==> src/hw/rtl/b64v_pkg.sv <==
`timescale 1ns / 1ps

package b64v_pkg;

  localparam int SymW   = 6;
  localparam int CharW  = 7;
  localparam int GroupN = 4;

  localparam logic [CharW-1:0] PAD_CHAR    = 7'h3D;
  localparam logic [CharW-1:0] UPPER_BASE  = 7'h41;
  localparam logic [CharW-1:0] LOWER_BASE  = 7'h47;  // 'a' minus 26
  localparam logic [CharW-1:0] DIGIT_SHIFT = 7'h04;  // 52 minus '0'
  localparam logic [CharW-1:0] PLUS_CHAR   = 7'h2B;
  localparam logic [CharW-1:0] MINUS_CHAR  = 7'h2D;

  // Four ready-made characters of one group and the end-of-message mark.
  typedef struct packed {
    logic [GroupN-1:0][CharW-1:0] chars;
    logic                         fin;
  } b64v_group_t;

  // Alphabet A-Z, a-z, 0-9, '+', '-'.
  function automatic logic [CharW-1:0] sym_char(input logic [SymW-1:0] v);
    logic [CharW-1:0] c;
    c = {1'b0, v};
    case (v) inside
      [6'd0:6'd25]:  sym_char = c + UPPER_BASE;
      [6'd26:6'd51]: sym_char = c + LOWER_BASE;
      [6'd52:6'd61]: sym_char = c - DIGIT_SHIFT;
      6'd62:         sym_char = PLUS_CHAR;
      default:       sym_char = MINUS_CHAR;
    endcase
  endfunction

endpackage

==> src/hw/rtl/b64v_in_if.sv <==
`timescale 1ns / 1ps

interface b64v_in_if;
  logic       valid;
  logic       ready;
  logic [7:0] data_byte;
  logic       final_byte;

  modport source (output valid, output data_byte, output final_byte, input ready);
  modport sink (input valid, input data_byte, input final_byte, output ready);
endinterface

==> src/hw/rtl/b64v_out_if.sv <==
`timescale 1ns / 1ps

interface b64v_out_if;
  logic       valid;
  logic       ready;
  logic [6:0] out_char;
  logic       run_end;
  logic       message_end;

  modport source (output valid, output out_char, output run_end, output message_end,
                  input ready);
  modport sink (input valid, input out_char, input run_end, input message_end,
                output ready);
endinterface

==> src/hw/rtl/base64_variant_encoder.sv <==
`timescale 1ns / 1ps

// Streaming Base64-style encoder, value 62 is '+' and value 63 is '-'.
// data_in takes one byte per word with final_byte marking the last byte
// of a message. char_out gives one ASCII character per word; run_end
// marks the fourth character of each group and message_end the last
// character of the message. Groups of three bytes give four characters;
// a final partial group is zero-filled and padded with '=' to four.
// A byte that completes a group is registered into a group register; the
// character register loads it from there once the emitter is free. Bytes
// that do not complete a group are taken every cycle unless a completed
// group is left waiting. One group register waits behind the output
// register of four characters, so a new group is taken as the previous
// fourth character leaves: sustained throughput is one character per
// cycle while char_out is ready, set by the single output character per
// cycle. When char_out stalls, the output holds and data_in.ready drops
// once a completed group is waiting. Reset empties both registers and
// clears the pending byte count.

module base64_variant_encoder
  import b64v_pkg::*;
(
  input  logic       clk,
  input  logic       rst,
  b64v_in_if.sink    data_in,
  b64v_out_if.source char_out
);

  logic        grp_valid;
  logic        grp_take;
  b64v_group_t grp;

  b64v_group u_group (
    .clk       (clk),
    .rst       (rst),
    .data_in   (data_in),
    .grp_valid (grp_valid),
    .grp       (grp),
    .grp_take  (grp_take)
  );

  b64v_emit u_emit (
    .clk       (clk),
    .rst       (rst),
    .grp_valid (grp_valid),
    .grp       (grp),
    .grp_take  (grp_take),
    .char_out  (char_out)
  );

endmodule

==> src/hw/rtl/b64v_group.sv <==
`timescale 1ns / 1ps

module b64v_group
  import b64v_pkg::*;
(
  input  logic         clk,
  input  logic         rst,
  b64v_in_if.sink      data_in,
  output logic         grp_valid,
  output b64v_group_t  grp,
  input  logic         grp_take
);

  logic [7:0]  held_first;
  logic [7:0]  held_second;
  logic [1:0]  group_fill;
  logic [1:0]  fill_eff;
  logic        accept;
  logic        complete;
  logic [7:0]  b0, b1, b2;
  logic [GroupN-1:0][SymW-1:0] sext;
  logic [2:0]  nsym;
  b64v_group_t grp_next;

  assign data_in.ready = !grp_valid || grp_take;
  assign accept        = data_in.valid && data_in.ready;

  // A count of three cannot arise; treat it as two.
  assign fill_eff = (group_fill == 2'd3) ? 2'd2 : group_fill;
  assign complete = (fill_eff == 2'd2) || data_in.final_byte;

  always_comb begin
    b0 = (fill_eff == 2'd0) ? data_in.data_byte : held_first;
    b1 = (fill_eff == 2'd0) ? 8'd0 :
         (fill_eff == 2'd1) ? data_in.data_byte : held_second;
    b2 = (fill_eff == 2'd2) ? data_in.data_byte : 8'd0;

    sext[0] = b0[7:2];
    sext[1] = {b0[1:0], b1[7:4]};
    sext[2] = {b1[3:0], b2[7:6]};
    sext[3] = b2[5:0];

    nsym = {1'b0, fill_eff} + 3'd2;
    for (int k = 0; k < GroupN; k++) begin
      grp_next.chars[k] = (3'(k) < nsym) ? sym_char(sext[k]) : PAD_CHAR;
    end
    grp_next.fin = data_in.final_byte;
  end

  always_ff @(posedge clk) begin
    if (rst) begin
      group_fill  <= 2'd0;
      held_first  <= 8'd0;
      held_second <= 8'd0;
      grp_valid   <= 1'b0;
    end else begin
      if (grp_take) grp_valid <= 1'b0;
      if (accept) begin
        if (complete) begin
          group_fill <= 2'd0;
          grp_valid  <= 1'b1;
        end else begin
          if (fill_eff == 2'd0) held_first <= data_in.data_byte;
          else held_second <= data_in.data_byte;
          group_fill <= fill_eff + 2'd1;
        end
      end
    end
  end

  always_ff @(posedge clk) begin
    if (accept && complete) grp <= grp_next;
  end

endmodule

==> src/hw/rtl/b64v_emit.sv <==
`timescale 1ns / 1ps

module b64v_emit
  import b64v_pkg::*;
(
  input  logic         clk,
  input  logic         rst,
  input  logic         grp_valid,
  input  b64v_group_t  grp,
  output logic         grp_take,
  b64v_out_if.source   char_out
);

  logic                         busy;
  logic [1:0]                   idx;
  logic [GroupN-1:0][CharW-1:0] chars;
  logic                         fin;
  logic                         fire;
  logic                         last;

  assign fire     = busy && char_out.ready;
  assign last     = fire && (idx == 2'd3);
  assign grp_take = grp_valid && (!busy || last);

  assign char_out.valid       = busy;
  assign char_out.out_char    = chars[idx];
  assign char_out.run_end     = (idx == 2'd3);
  assign char_out.message_end = fin && (idx == 2'd3);

  always_ff @(posedge clk) begin
    if (rst) begin
      busy <= 1'b0;
      idx  <= 2'd0;
    end else if (grp_take) begin
      busy <= 1'b1;
      idx  <= 2'd0;
    end else if (fire) begin
      // drop back to idle after the fourth word
      if (idx == 2'd3) busy <= 1'b0;
      idx <= idx + 2'd1;
    end
  end

  always_ff @(posedge clk) begin
    if (grp_take) begin
      chars <= grp.chars;
      fin   <= grp.fin;
    end
  end

  a_idle_idx: assert property (@(posedge clk) disable iff (rst)
    !busy |-> idx == 2'd0)
    else $error("index not at start while idle");

  a_take_load: assert property (@(posedge clk) disable iff (rst)
    grp_take |=> busy && idx == 2'd0)
    else $error("group take did not start a new run");

  a_stall_hold: assert property (@(posedge clk) disable iff (rst)
    busy && !char_out.ready |=> busy && $stable(idx))
    else $error("run advanced while stalled");

  a_take_free: assert property (@(posedge clk) disable iff (rst)
    grp_take && busy |-> last)
    else $error("group taken while a run was in progress");

endmodule

==> src/flat_wrapper.sv <==
// flat-port wrapper written by rule: the top's interface ports become plain ports
module base64_variant_encoder_flat import b64v_pkg::*;
  (clk, rst, data_in_valid, data_in_data_byte, data_in_final_byte, data_in_ready, char_out_valid, char_out_out_char, char_out_run_end, char_out_message_end, char_out_ready);
  b64v_in_if data_in_i ();
  b64v_out_if char_out_i ();
  input  logic clk;
  input  logic rst;
  input wire logic [$bits(data_in_i.valid)-1:0] data_in_valid;
  input wire logic [$bits(data_in_i.data_byte)-1:0] data_in_data_byte;
  input wire logic [$bits(data_in_i.final_byte)-1:0] data_in_final_byte;
  output wire logic [$bits(data_in_i.ready)-1:0] data_in_ready;
  output wire logic [$bits(char_out_i.valid)-1:0] char_out_valid;
  output wire logic [$bits(char_out_i.out_char)-1:0] char_out_out_char;
  output wire logic [$bits(char_out_i.run_end)-1:0] char_out_run_end;
  output wire logic [$bits(char_out_i.message_end)-1:0] char_out_message_end;
  input wire logic [$bits(char_out_i.ready)-1:0] char_out_ready;
  assign data_in_i.valid = data_in_valid;
  assign data_in_i.data_byte = data_in_data_byte;
  assign data_in_i.final_byte = data_in_final_byte;
  assign data_in_ready = data_in_i.ready;
  assign char_out_valid = char_out_i.valid;
  assign char_out_out_char = char_out_i.out_char;
  assign char_out_run_end = char_out_i.run_end;
  assign char_out_message_end = char_out_i.message_end;
  assign char_out_i.ready = char_out_ready;
  base64_variant_encoder u_core (.clk(clk), .rst(rst), .data_in(data_in_i), .char_out(char_out_i));
endmodule
==> config.mk <==
export PLATFORM = sky130hd
export DESIGN_NAME = base64_variant_encoder_flat
export DESIGN_NICKNAME = d
export VERILOG_FILES = /design/src/hw/rtl/b64v_pkg.sv /design/src/hw/rtl/b64v_in_if.sv /design/src/hw/rtl/b64v_out_if.sv /design/src/hw/rtl/base64_variant_encoder.sv /design/src/hw/rtl/b64v_group.sv /design/src/hw/rtl/b64v_emit.sv /design/src/flat_wrapper.sv
export SDC_FILE = /design/constraint.sdc
export NUM_CORES = 1
export LEC_CHECK = 0
export BUFFER_PORTS_ARGS = -buffer_cell sky130_fd_sc_hd__buf_2
export CORE_ASPECT_RATIO = 0.8
export CORE_MARGIN = 10
export CORE_UTILIZATION = 51
export DETAILED_ROUTE_END_ITERATION = 12
export HOLD_SLACK_MARGIN = 0.02
export PLACE_DENSITY = 0.76
export SETUP_SLACK_MARGIN = 0.1
export SYNTH_ARGS = -nofsm -noshare
export SYNTH_HDL_FRONTEND = slang
export SYNTH_SLANG_ARGS = --single-unit
==> constraint.sdc <==
create_clock -name clk -period 5.5 [get_ports clk]
set_clock_uncertainty 0.2 [all_clocks]
set_input_delay 0.275 -clock clk [delete_from_list [all_inputs] [get_ports clk]]
set_output_delay 0.275 -clock clk [all_outputs]
set_load 0.02 [all_outputs]
# Word level (Yosys, flattened, before mapping)
# Index checks and enable logic that the tools add are counted.
dict set report classes {
  n_addsub 15
  n_lt_le_gt_ge 29
  n_eq_ne 8
  muxes 30
  bitwise_logic 2
  n_reduce_logical 30
}
# operator n
set ops {}
lappend ops {{$mux 7} 13}
lappend ops {{$add 6x7->7 const B} 8}
lappend ops {{$le 6x6->1 const B} 8}
lappend ops {{$mux 8} 4}
lappend ops {{$sub 6x3->7 const B} 4}
lappend ops {{$eq 6x6->1 const B} 4}
lappend ops {{$ge 6x1->1 const B} 4}
lappend ops {{$ge 6x5->1 const B} 4}
lappend ops {{$ge 6x6->1 const B} 4}
lappend ops {{$le 6x5->1 const B} 4}
lappend ops {{$logic_and 1x1->1} 18}
lappend ops {{$bmux 7 s2} 1}
lappend ops {{$mux 3} 4}
lappend ops {{$eq 2x2->1 const B} 3}
lappend ops {{$lt 1x3->1 const A} 2}
lappend ops {{$lt 2x3->1 const A} 2}
lappend ops {{$mux 1} 6}
lappend ops {{$add 2x1->2 const B} 2}
lappend ops {{$mux 2} 2}
lappend ops {{$reduce_and 2->1} 2}
lappend ops {{$reduce_bool 2->1} 2}
lappend ops {{$add 2x2->3 const B} 1}
lappend ops {{$logic_or 1x1->1} 3}
lappend ops {{$lt 2x3->1 const B} 1}
lappend ops {{other kinds (6)} 8}
dict set report totals {
  ff_bits 80
  elab_cells 130
}

# Longest topological paths before layout
# Gate-level depths: netlist of run 1.
dict set report depth {
  word_depth 10
  ltp_mapped 14
}

# Modules after synthesis
# A second synthesis of run 1 with hierarchy kept.
dict set report unflattened {
  cells_unflattened 476
  hier_area_um2 4983.5
}
# module instances cells_each area_each_um2
set by_module_without_submodules {}
lappend by_module_without_submodules {b64v_group 1 423 3769.9}
lappend by_module_without_submodules {b64v_emit 1 53 1213.7}

# Least setup slack after synthesis of run 1
# No wires, ideal clock.
dict set report synth_timing {
  path_type {register to register}
  from {register u_core.u_group.group_fill[1]}
  to {register, netlist name u_core.u_group.grp[0]}
  setup_ns 0.417
  arrival_time_ns 2.482
  setup_slack_ns 2.401
  path_stages_with_launch 8
  n_path_buf 5
  path_cell_list {dfxtp_1 > buf_4 > buf_6 > buf_2 > buf_2 > buf_2 > nor2_1 > nor2_1}
}
dict set report synth_between {
  elab_chain_len 5
}
# element line
set synth_lines {}
lappend synth_lines {{from (decl)} b64v_group.sv:16} ;# logic [1:0] group_fill;
lappend synth_lines {{from (signal assigned)} b64v_group.sv:65} ;# group_fill <= fill_eff + 2'd1;
lappend synth_lines {{$eq 2x2->1} b64v_group.sv:29} ;# assign fill_eff = (group_fill == 2'd3) ? 2'd2 : group_fill;
lappend synth_lines {{$mux 2 *} b64v_group.sv:29}
lappend synth_lines {{$eq 2x2->1 *} b64v_group.sv:30} ;# assign complete = (fill_eff == 2'd2) || data_in.final_byte;
lappend synth_lines {{$logic_or 1x1->1 *} b64v_group.sv:30}
lappend synth_lines {{$logic_and 1x1->1 *} b64v_group.sv:72} ;# if (accept && complete) grp <= grp_next;
# Mark *: on every way between the ends. The rest lies on a longest branch, timed or not.
# A chain may end at the register's enable or synchronous reset.

# Worst setup path after layout of run 1
dict set report layout_timing {
  from {register u_core.u_group.group_fill[0]}
  to {register, netlist name u_core.u_group.grp[5]}
}
dict set report layout_between {
  elab_chain_len 9
}
# element line
set layout_lines {}
lappend layout_lines {{$eq 2x2->1} b64v_group.sv:29}
lappend layout_lines {{$mux 2 *} b64v_group.sv:29}
lappend layout_lines {{$logic_not 2->1 *} b64v_group.sv:33} ;# b0 = (fill_eff == 2'd0) ? data_in.data_byte : held_first;
lappend layout_lines {{$mux 8 *} n/a}
lappend layout_lines {{named net u_core.u_group.b0[4]} b64v_group.sv:20} ;# logic [7:0] b0, b1, b2;
lappend layout_lines {{$ge 6x6->1 (not written as such) or $le 6x6->1 (tied branches)} b64v_group.sv:45} ;# grp_next.chars[k] = (3'(k) < nsym) ? sym_char(sext[k]) : PAD_CHAR;
lappend layout_lines {{$logic_and 1x1->1 (not written as such)} b64v_group.sv:45}
lappend layout_lines {{$mux 7 (2 in a row)} b64v_pkg.sv:26} ;# case (v) inside
lappend layout_lines {{$mux 7 *} b64v_pkg.sv:26}
# The timed path passes the listed nets; every way through them passes the cells marked *.

==> results.cfg, run 1 <==
[clock_network]
htree_num_levels = 3
cts-root-buf = clkbuf_16
cts.sinks = 80
cts_buffers = 9
cts_max_path_buffers = 2
ctsResizeCount = 0
clk_latency_ps = 330
path_clk_slew_ps = 60
cts_tree = yes

[yosys]
synth_nets = 518
async_reset_ff_share_pct = 0
yosys.area.top_type = edfxtp_1
synth_area_um2 = 4800
ys_seq_elements = 80
yosysUniqueCellTypes = 72
synthCells = 483
synth_top_area_share_pct = 36.3
syn_avg_cell_area_um2 = 9.93
ys.flop_type = edfxtp_1
ys_seq_area_share_pct = 45.5
yosysWarnings = 0
synth-edff-count = 58
netlist_top_cells_area = edfxtp_1 (36%), dfxtp_1 (9.2%), ha_1 (5.7%), nand2_1 (4.3%), a21oi_1 (3.9%)

[setup_path]
r2r_slack_ps = 980
startpoint = u_core.u_group.group_fill[0]
crit_fanout = 31
r2r_cells = 9
r2r_end = u_core.u_group.grp[5]
timing.rr.start = u_core.u_group.group_fill[0]
end_kind = register
cp.arrival_ps = 4400
critPathCapture = u_core.u_group.grp[5]
start_kind = register
worstSetupPathType = register to register
crit_required_ps = 5380

[final_layout]
fin_area_um2 = 5210
fillers = 769
final_net_count = 526
final_layout_size_suffix_gt1_share_pct = 14.9
area_delta_synth_final_pct = 8.63
diodes = 0

[timing]
setup_ws_ps = 979
setup_viol = 0
max_clock_freq_mhz = 221
fin_crit_sh_pct = 82.2
timing.setup.tns_ps = 0
hold_violations = 0
slew_viol_final = 0
grt_setup_unrepaired = false
period_needed_ps = 4520
slew_headroom_pct = 35.5
worst_hold_slack_ps = 74.2
max_slew.worst_pin.slew_ps = 966

[floorplanning]
core_um2 = 9110
rows = 31
ios = 24
die-area_um2 = 13700
start_util_pct = 52.6
die_h_um = 107
die_w_um = 128

[power]
vdd_drop_max_mv = 0.231
pwr_density_cell_nw_per_um2 = 275
p_leak_nw = 1.86

[routing]
routedWlPerCell_um = 17.5
vias = 3710
drt_wl_total_mm = 10.7
top_layer_used = met4
via_per_inst = 6.07
wl_met2_mm = 4.65
antenna_left = 0
wl_met1_mm = 5.12
drcViolationCount = 0
drt_iter0_drc = 388
wl_met3_um = 830
first_pass_iters = 5

[hold_path]
hold_class = primary input to register

[place]
gp_congestion = 0.932
portBuffers = 23
pre_cts_ws_ps = 1060
dp_hpwl_mm = 7.80
placed_area_um2 = 4930

[run_status]
outcome = finished clean

[grt]
grt_use_total_pct = 15.8
grt_overflow = 0
grt_max_degree = 58
grt_first_pass_wirelength_mm = 17.5
grt_pass1_vias = 3366
antenna_found_initial = 0

[flow_run]
maxCapViolCount = 0
## layer usage
metal  GRT usage [%]  vias up
li1                -     1818
met1            22.0     1755
met2            23.0      129
met3            5.07        8
met4            4.17        0
met5               0        -
## layout make-up
class                           count  area, um2  share of cell area (%)
Multi-Input combinational cell    354       2390                    45.8
Sequential cell                    80       2180                    41.9
Clock buffer                       10        229                    4.39
Timing Repair Buffer               29        163                    3.12
Tap cell                          115        144                    2.76
Inverter                           17       63.8                    1.22
Clock inverter                      6       42.5                   0.816
## per-stage QoR
stage	util (%)	power, W	std cells
after floorplan	-	0.000857	483
after global placement	54.1	0.000898	594
after detailed placement	54.1	0.000905	594
after CTS	57.2	0.00144	611
after global routing	57.2	0.00150	611
final	57.2	0.00143	611
## cell usage in the layout, fill, tap and decap left out, types with 4 or more instances in the layout
cell       instances
o221ai_1           6
nand3_1           26
inv_1             14
mux4_2             7
nor2_1            37
nand2_1           55
a21oi_1           37
o21ai_0           21
and2_1             7
o21a_1             8
nor3_1             7
buf_4              5
o21ai_1           10
buf_2             23
edfxtp_1          58
a31oi_1            4
ha_1              22
a211oi_1          15
o22ai_1            5
mux2i_1            5
clkbuf_16          9
dfxtp_1           22
## where the power goes
group,switching [W],internal (W)
Sequential,0.0000153,0.000678
Combinational,0.000131,0.0000728
Clock,0.000230,0.000307
Total,0.000376,0.00106
## worst max-delay path, cell delays in order (launching register included)
cell     delay, ps
dfxtp_1        960
or2_1          680
mux2i_2        600
inv_2          120
ha_1           290
or2_2          290
a32o_1         320
nor2b_1        410
a21oi_1        120
mux2_2         270
## worst min-delay path by stage
stage,startpoint,to,slack [ps],cells after the start
floorplan,rst,u_core.u_emit.idx[0],150,1
global placement,u_core.u_group.grp[6],u_core.u_emit.chars[5],200,0
global route,char_out_ready,u_core.u_emit.char_out.valid,70,3
CTS,char_out_ready,u_core.u_emit.char_out.valid,70,3
detailed placement,u_core.u_group.grp[13],u_core.u_emit.chars[12],210,0
finish,char_out_ready,u_core.u_emit.char_out.valid,70,3
## timing repair
| item | 4_1_cts | 5_1_grt |
|---|---|---|
| setup buffers | 0 | 0 |
| hold buffers | 1 | 0 |
| hold endpoints to repair | 1 | 0 |
## cells in the mapped netlist, types with 3 or more instances
master,instances
inv_1,14
buf_2,12
edfxtp_1,58
dfxtp_1,22
nand2_1,55
o221ai_1,6
o21ai_1,10
mux2_2,3
o21ai_0,21
nor2_1,39
nor3_1,7
and3_1,3
a211oi_1,15
mux4_2,7
clkbuf_1,11
buf_6,4
o31ai_1,3
mux2i_1,5
a21oi_1,37
and3b_1,3
xnor2_1,3
o21a_1,8
and2_1,7
or2_2,3
a31oi_1,4
inv_2,3
o211ai_1,3
a22oi_1,3
buf_1,4
a21boi_0,3
o22ai_1,5
nor2b_1,3
ha_1,22
nand3_1,26
## kinds of logic (layout without fill, tap and decap cells)
group	after synthesis	count (layout)	synth area share, %
XOR/XNOR	4	4	0.730
flip-flops	80	80	45.5
AND/OR/NAND/NOR	166	166	16.6
AO/OA/AOI/OAI	142	142	19.7
adder cells (fa/ha/maj)	22	22	5.74
buffers and inverters	49	62	4.85
multiplexers	20	20	6.86
## flip-flops by register name, summed over array words and instances, names as in the netlist
signal	flops
u_core.u_emit.idx	2
u_core.u_group.grp	29
u_core.u_group.held_second	8
u_core.u_emit.char_out.valid	1
u_core.u_emit.fin	1
u_core.u_emit.chars	28
u_core.u_group.grp_valid	1
u_core.u_group.group_fill	2
u_core.u_group.held_first	8
Note: power is estimated with default switching activity, not from simulation.
==> run 2, diff against run 1 <==
- clock period: 5.5 -> 4.7 ns (I/O delays scaled with it)
==> run 2 against run 1 <==
Net effect: clock-buffer cell count did not move; combinational power rose by 20%; clock power rose by 48%; first-iteration DRC count rose by 7.0%; die area did not move; sequential cell count did not move; final cell count rose by 0.33%; design area rose by 1.8%; wire length rose by 1.4%.
==> results.cfg, run 2 (synthesized netlist as in run 1, its figures left out) <==
[final_layout]
layout_commonest_cell = edfxtp_1
area_delta_synth_final_pct = 10.5
seq_area_um2 = 2180
multi_input_comb_area_um2 = 2390
final_cell_mix = edfxtp_1 (58), nand2_1 (55), a21oi_1 (37), nor2_1 (37), nand3_1 (26)
reg.largest.list = u_core.u_group.grp (29), u_core.u_emit.chars (28)
fillers = 797
largest_reg_flops = 29
largest-register = u_core.u_group.grp
diodes = 0
final_layout_size_suffix_gt1_share_pct = 15.3
final_net_count = 528

[grt]
grt_first_pass_wirelength_mm = 17.7
antenna_found_initial = 0
grt_pass1_vias = 3424
grt_use_total_pct = 16.0
grt_overflow = 0
grt_max_degree = 58

[setup_path]
crit_top_cell = a21oi_1
worstSetupPathType = register to register
crit_fanout = 14
cp.arrival_ps = 3420
crit_chain = or2_1 > buf_4 > mux2i_1 > inv_1 > ha_1 > a21oi_1 > o21ai_0 > a32o_1 > nor2b_1 > a21oi_1 > mux2_2
crit_slowest_cell = mux2i_1
crit_required_ps = 4590
cp_slowest_stage_delay_ps = 450
start_kind = register
end_kind = register

[power]
p_int_w = 0.00140
swShare_pct = 24.2
pwr-share-seq_pct = 43.7
p_switching_w = 0.000447
pwr-share-clk_pct = 43.1
comb_power_share_pct = 13.2
pwr_density_cell_nw_per_um2 = 349
vdd_drop_max_mv = 0.251
p_leak_nw = 1.91

[floorplanning]
die_h_um = 107
ios = 24
start_util_pct = 52.6
rows = 31
die-area_um2 = 13700
core_um2 = 9110
die_w_um = 128

[timing]
slew_viol_final = 0
max_slew.worst_pin.slew_ps = 900
setup_viol = 0
fin_crit_sh_pct = 75.2
slew_headroom_pct = 39.7
max_clock_freq_mhz = 283
timing.setup.tns_ps = 0
grt_setup_unrepaired = false
period_needed_ps = 3540
setup_ws_ps = 1160
hold_violations = 0

[flow_run]
maxCapViolCount = 0

[place]
pre_cts_ws_ps = 1250
dp_hpwl_mm = 7.81
gp_congestion = 1.03
portBuffers = 23

[routing]
routedWlPerCell_um = 17.7
via_per_inst = 6.11
drt_wl_total_mm = 10.9
drt_iter0_drc = 415
antenna_left = 0
first_pass_iters = 6
drcViolationCount = 0
vias = 3746

[clock_network]
cts.sinks = 80
clk_latency_ps = 340
cts_max_path_buffers = 2
ctsResizeCount = 0
cts_setup_buffers = 0
cts-root-buf = clkbuf_16
htree_num_levels = 3
cts_tree = yes
cts_buffers = 9
path_clk_slew_ps = 60

[hold_path]
hold_class = primary input to register

[run_status]
outcome = finished clean
run 2: cell count changes in the layout (fill, tap and decap cells not counted), sizes merged:
| cell | previous run | this run |
|---|---|---|
| buf | 28 | 29 |
| clkinvlp | 1 | 0 |
| clkinv | 3 | 2 |
| dlygate4sd3 | 1 | 2 |
| bufinv | 0 | 3 |
| inv | 19 | 18 |
run 2: path summary, 6_finish.rpt:
path / start / to / slack, ps / cells after the start
max: u_core.u_group.group_fill[0] / u_core.u_group.grp[5] / 1160 / 11
min: data_in_data_byte[0] / u_core.u_group.held_second[0] / 70 / 3
max reg2reg: u_core.u_group.group_fill[0] / u_core.u_group.grp[5] / 1160 / 11
min reg2reg: u_core.u_group.grp[24] / u_core.u_emit.chars[23] / 210 / 0
run 2: power by group through the flow:
stage	Combinational [W]	Clock [W]	Sequential (W)
after global placement	0.000233	0	0.000821
after CTS	0.000239	0.000812	0.000808
after detailed placement	0.000236	0	0.000823
final	0.000244	0.000797	0.000808
after floorplan	0.000186	0	0.000817
after global routing	0.000269	0.000835	0.000811
run 2: area by class of cell:
type	count	area share [%]
clock inverter	6	2.19
inverter	17	1.20
tap	115	2.71
clock buffer	10	4.32
sequential	80	41.2
multi-input combinational	354	45.0
timing repair buffer	31	3.40
run 2: per-layer routing:
layer	part of all wire, %	track usage (%)	up-vias
li1	-	-	1821
met3	6.8	3.55	13
met4	1.6	6.82	0
met1	50	23.4	1762
met2	41	21.9	150
met5	0	0	-
run 2: stage by stage:
step | hold slack, ps | cells | power (W) | cell area [um2] | utilization, %
CTS | 56.8 | 613 | 0.00186 | 5300 | 58.2
global route | 119 | 613 | 0.00191 | 5300 | 58.2
global placement | 201 | 595 | 0.00105 | 4940 | 54.2
floorplan | 114 | 483 | 0.00100 | 4800 | -
finish | 71.9 | 613 | 0.00185 | 5300 | 58.2
detailed placement | 205 | 595 | 0.00106 | 4940 | 54.2
run 2: worst max-delay path, delay by kind of cell, from the launching register on:
kind / cells / cell delay [ps]
mux: 2 / 720
compound gates: 4 / 710
buf+inv: 2 / 390
simple gates: 2 / 650
fa+ha+maj: 1 / 290
flops: 1 / 300
run 2: what timing repair did:
item,CTS,global route
endpoints found under the hold margin,2,0
setup endpoints to repair,0,0
hold buffers,2,0
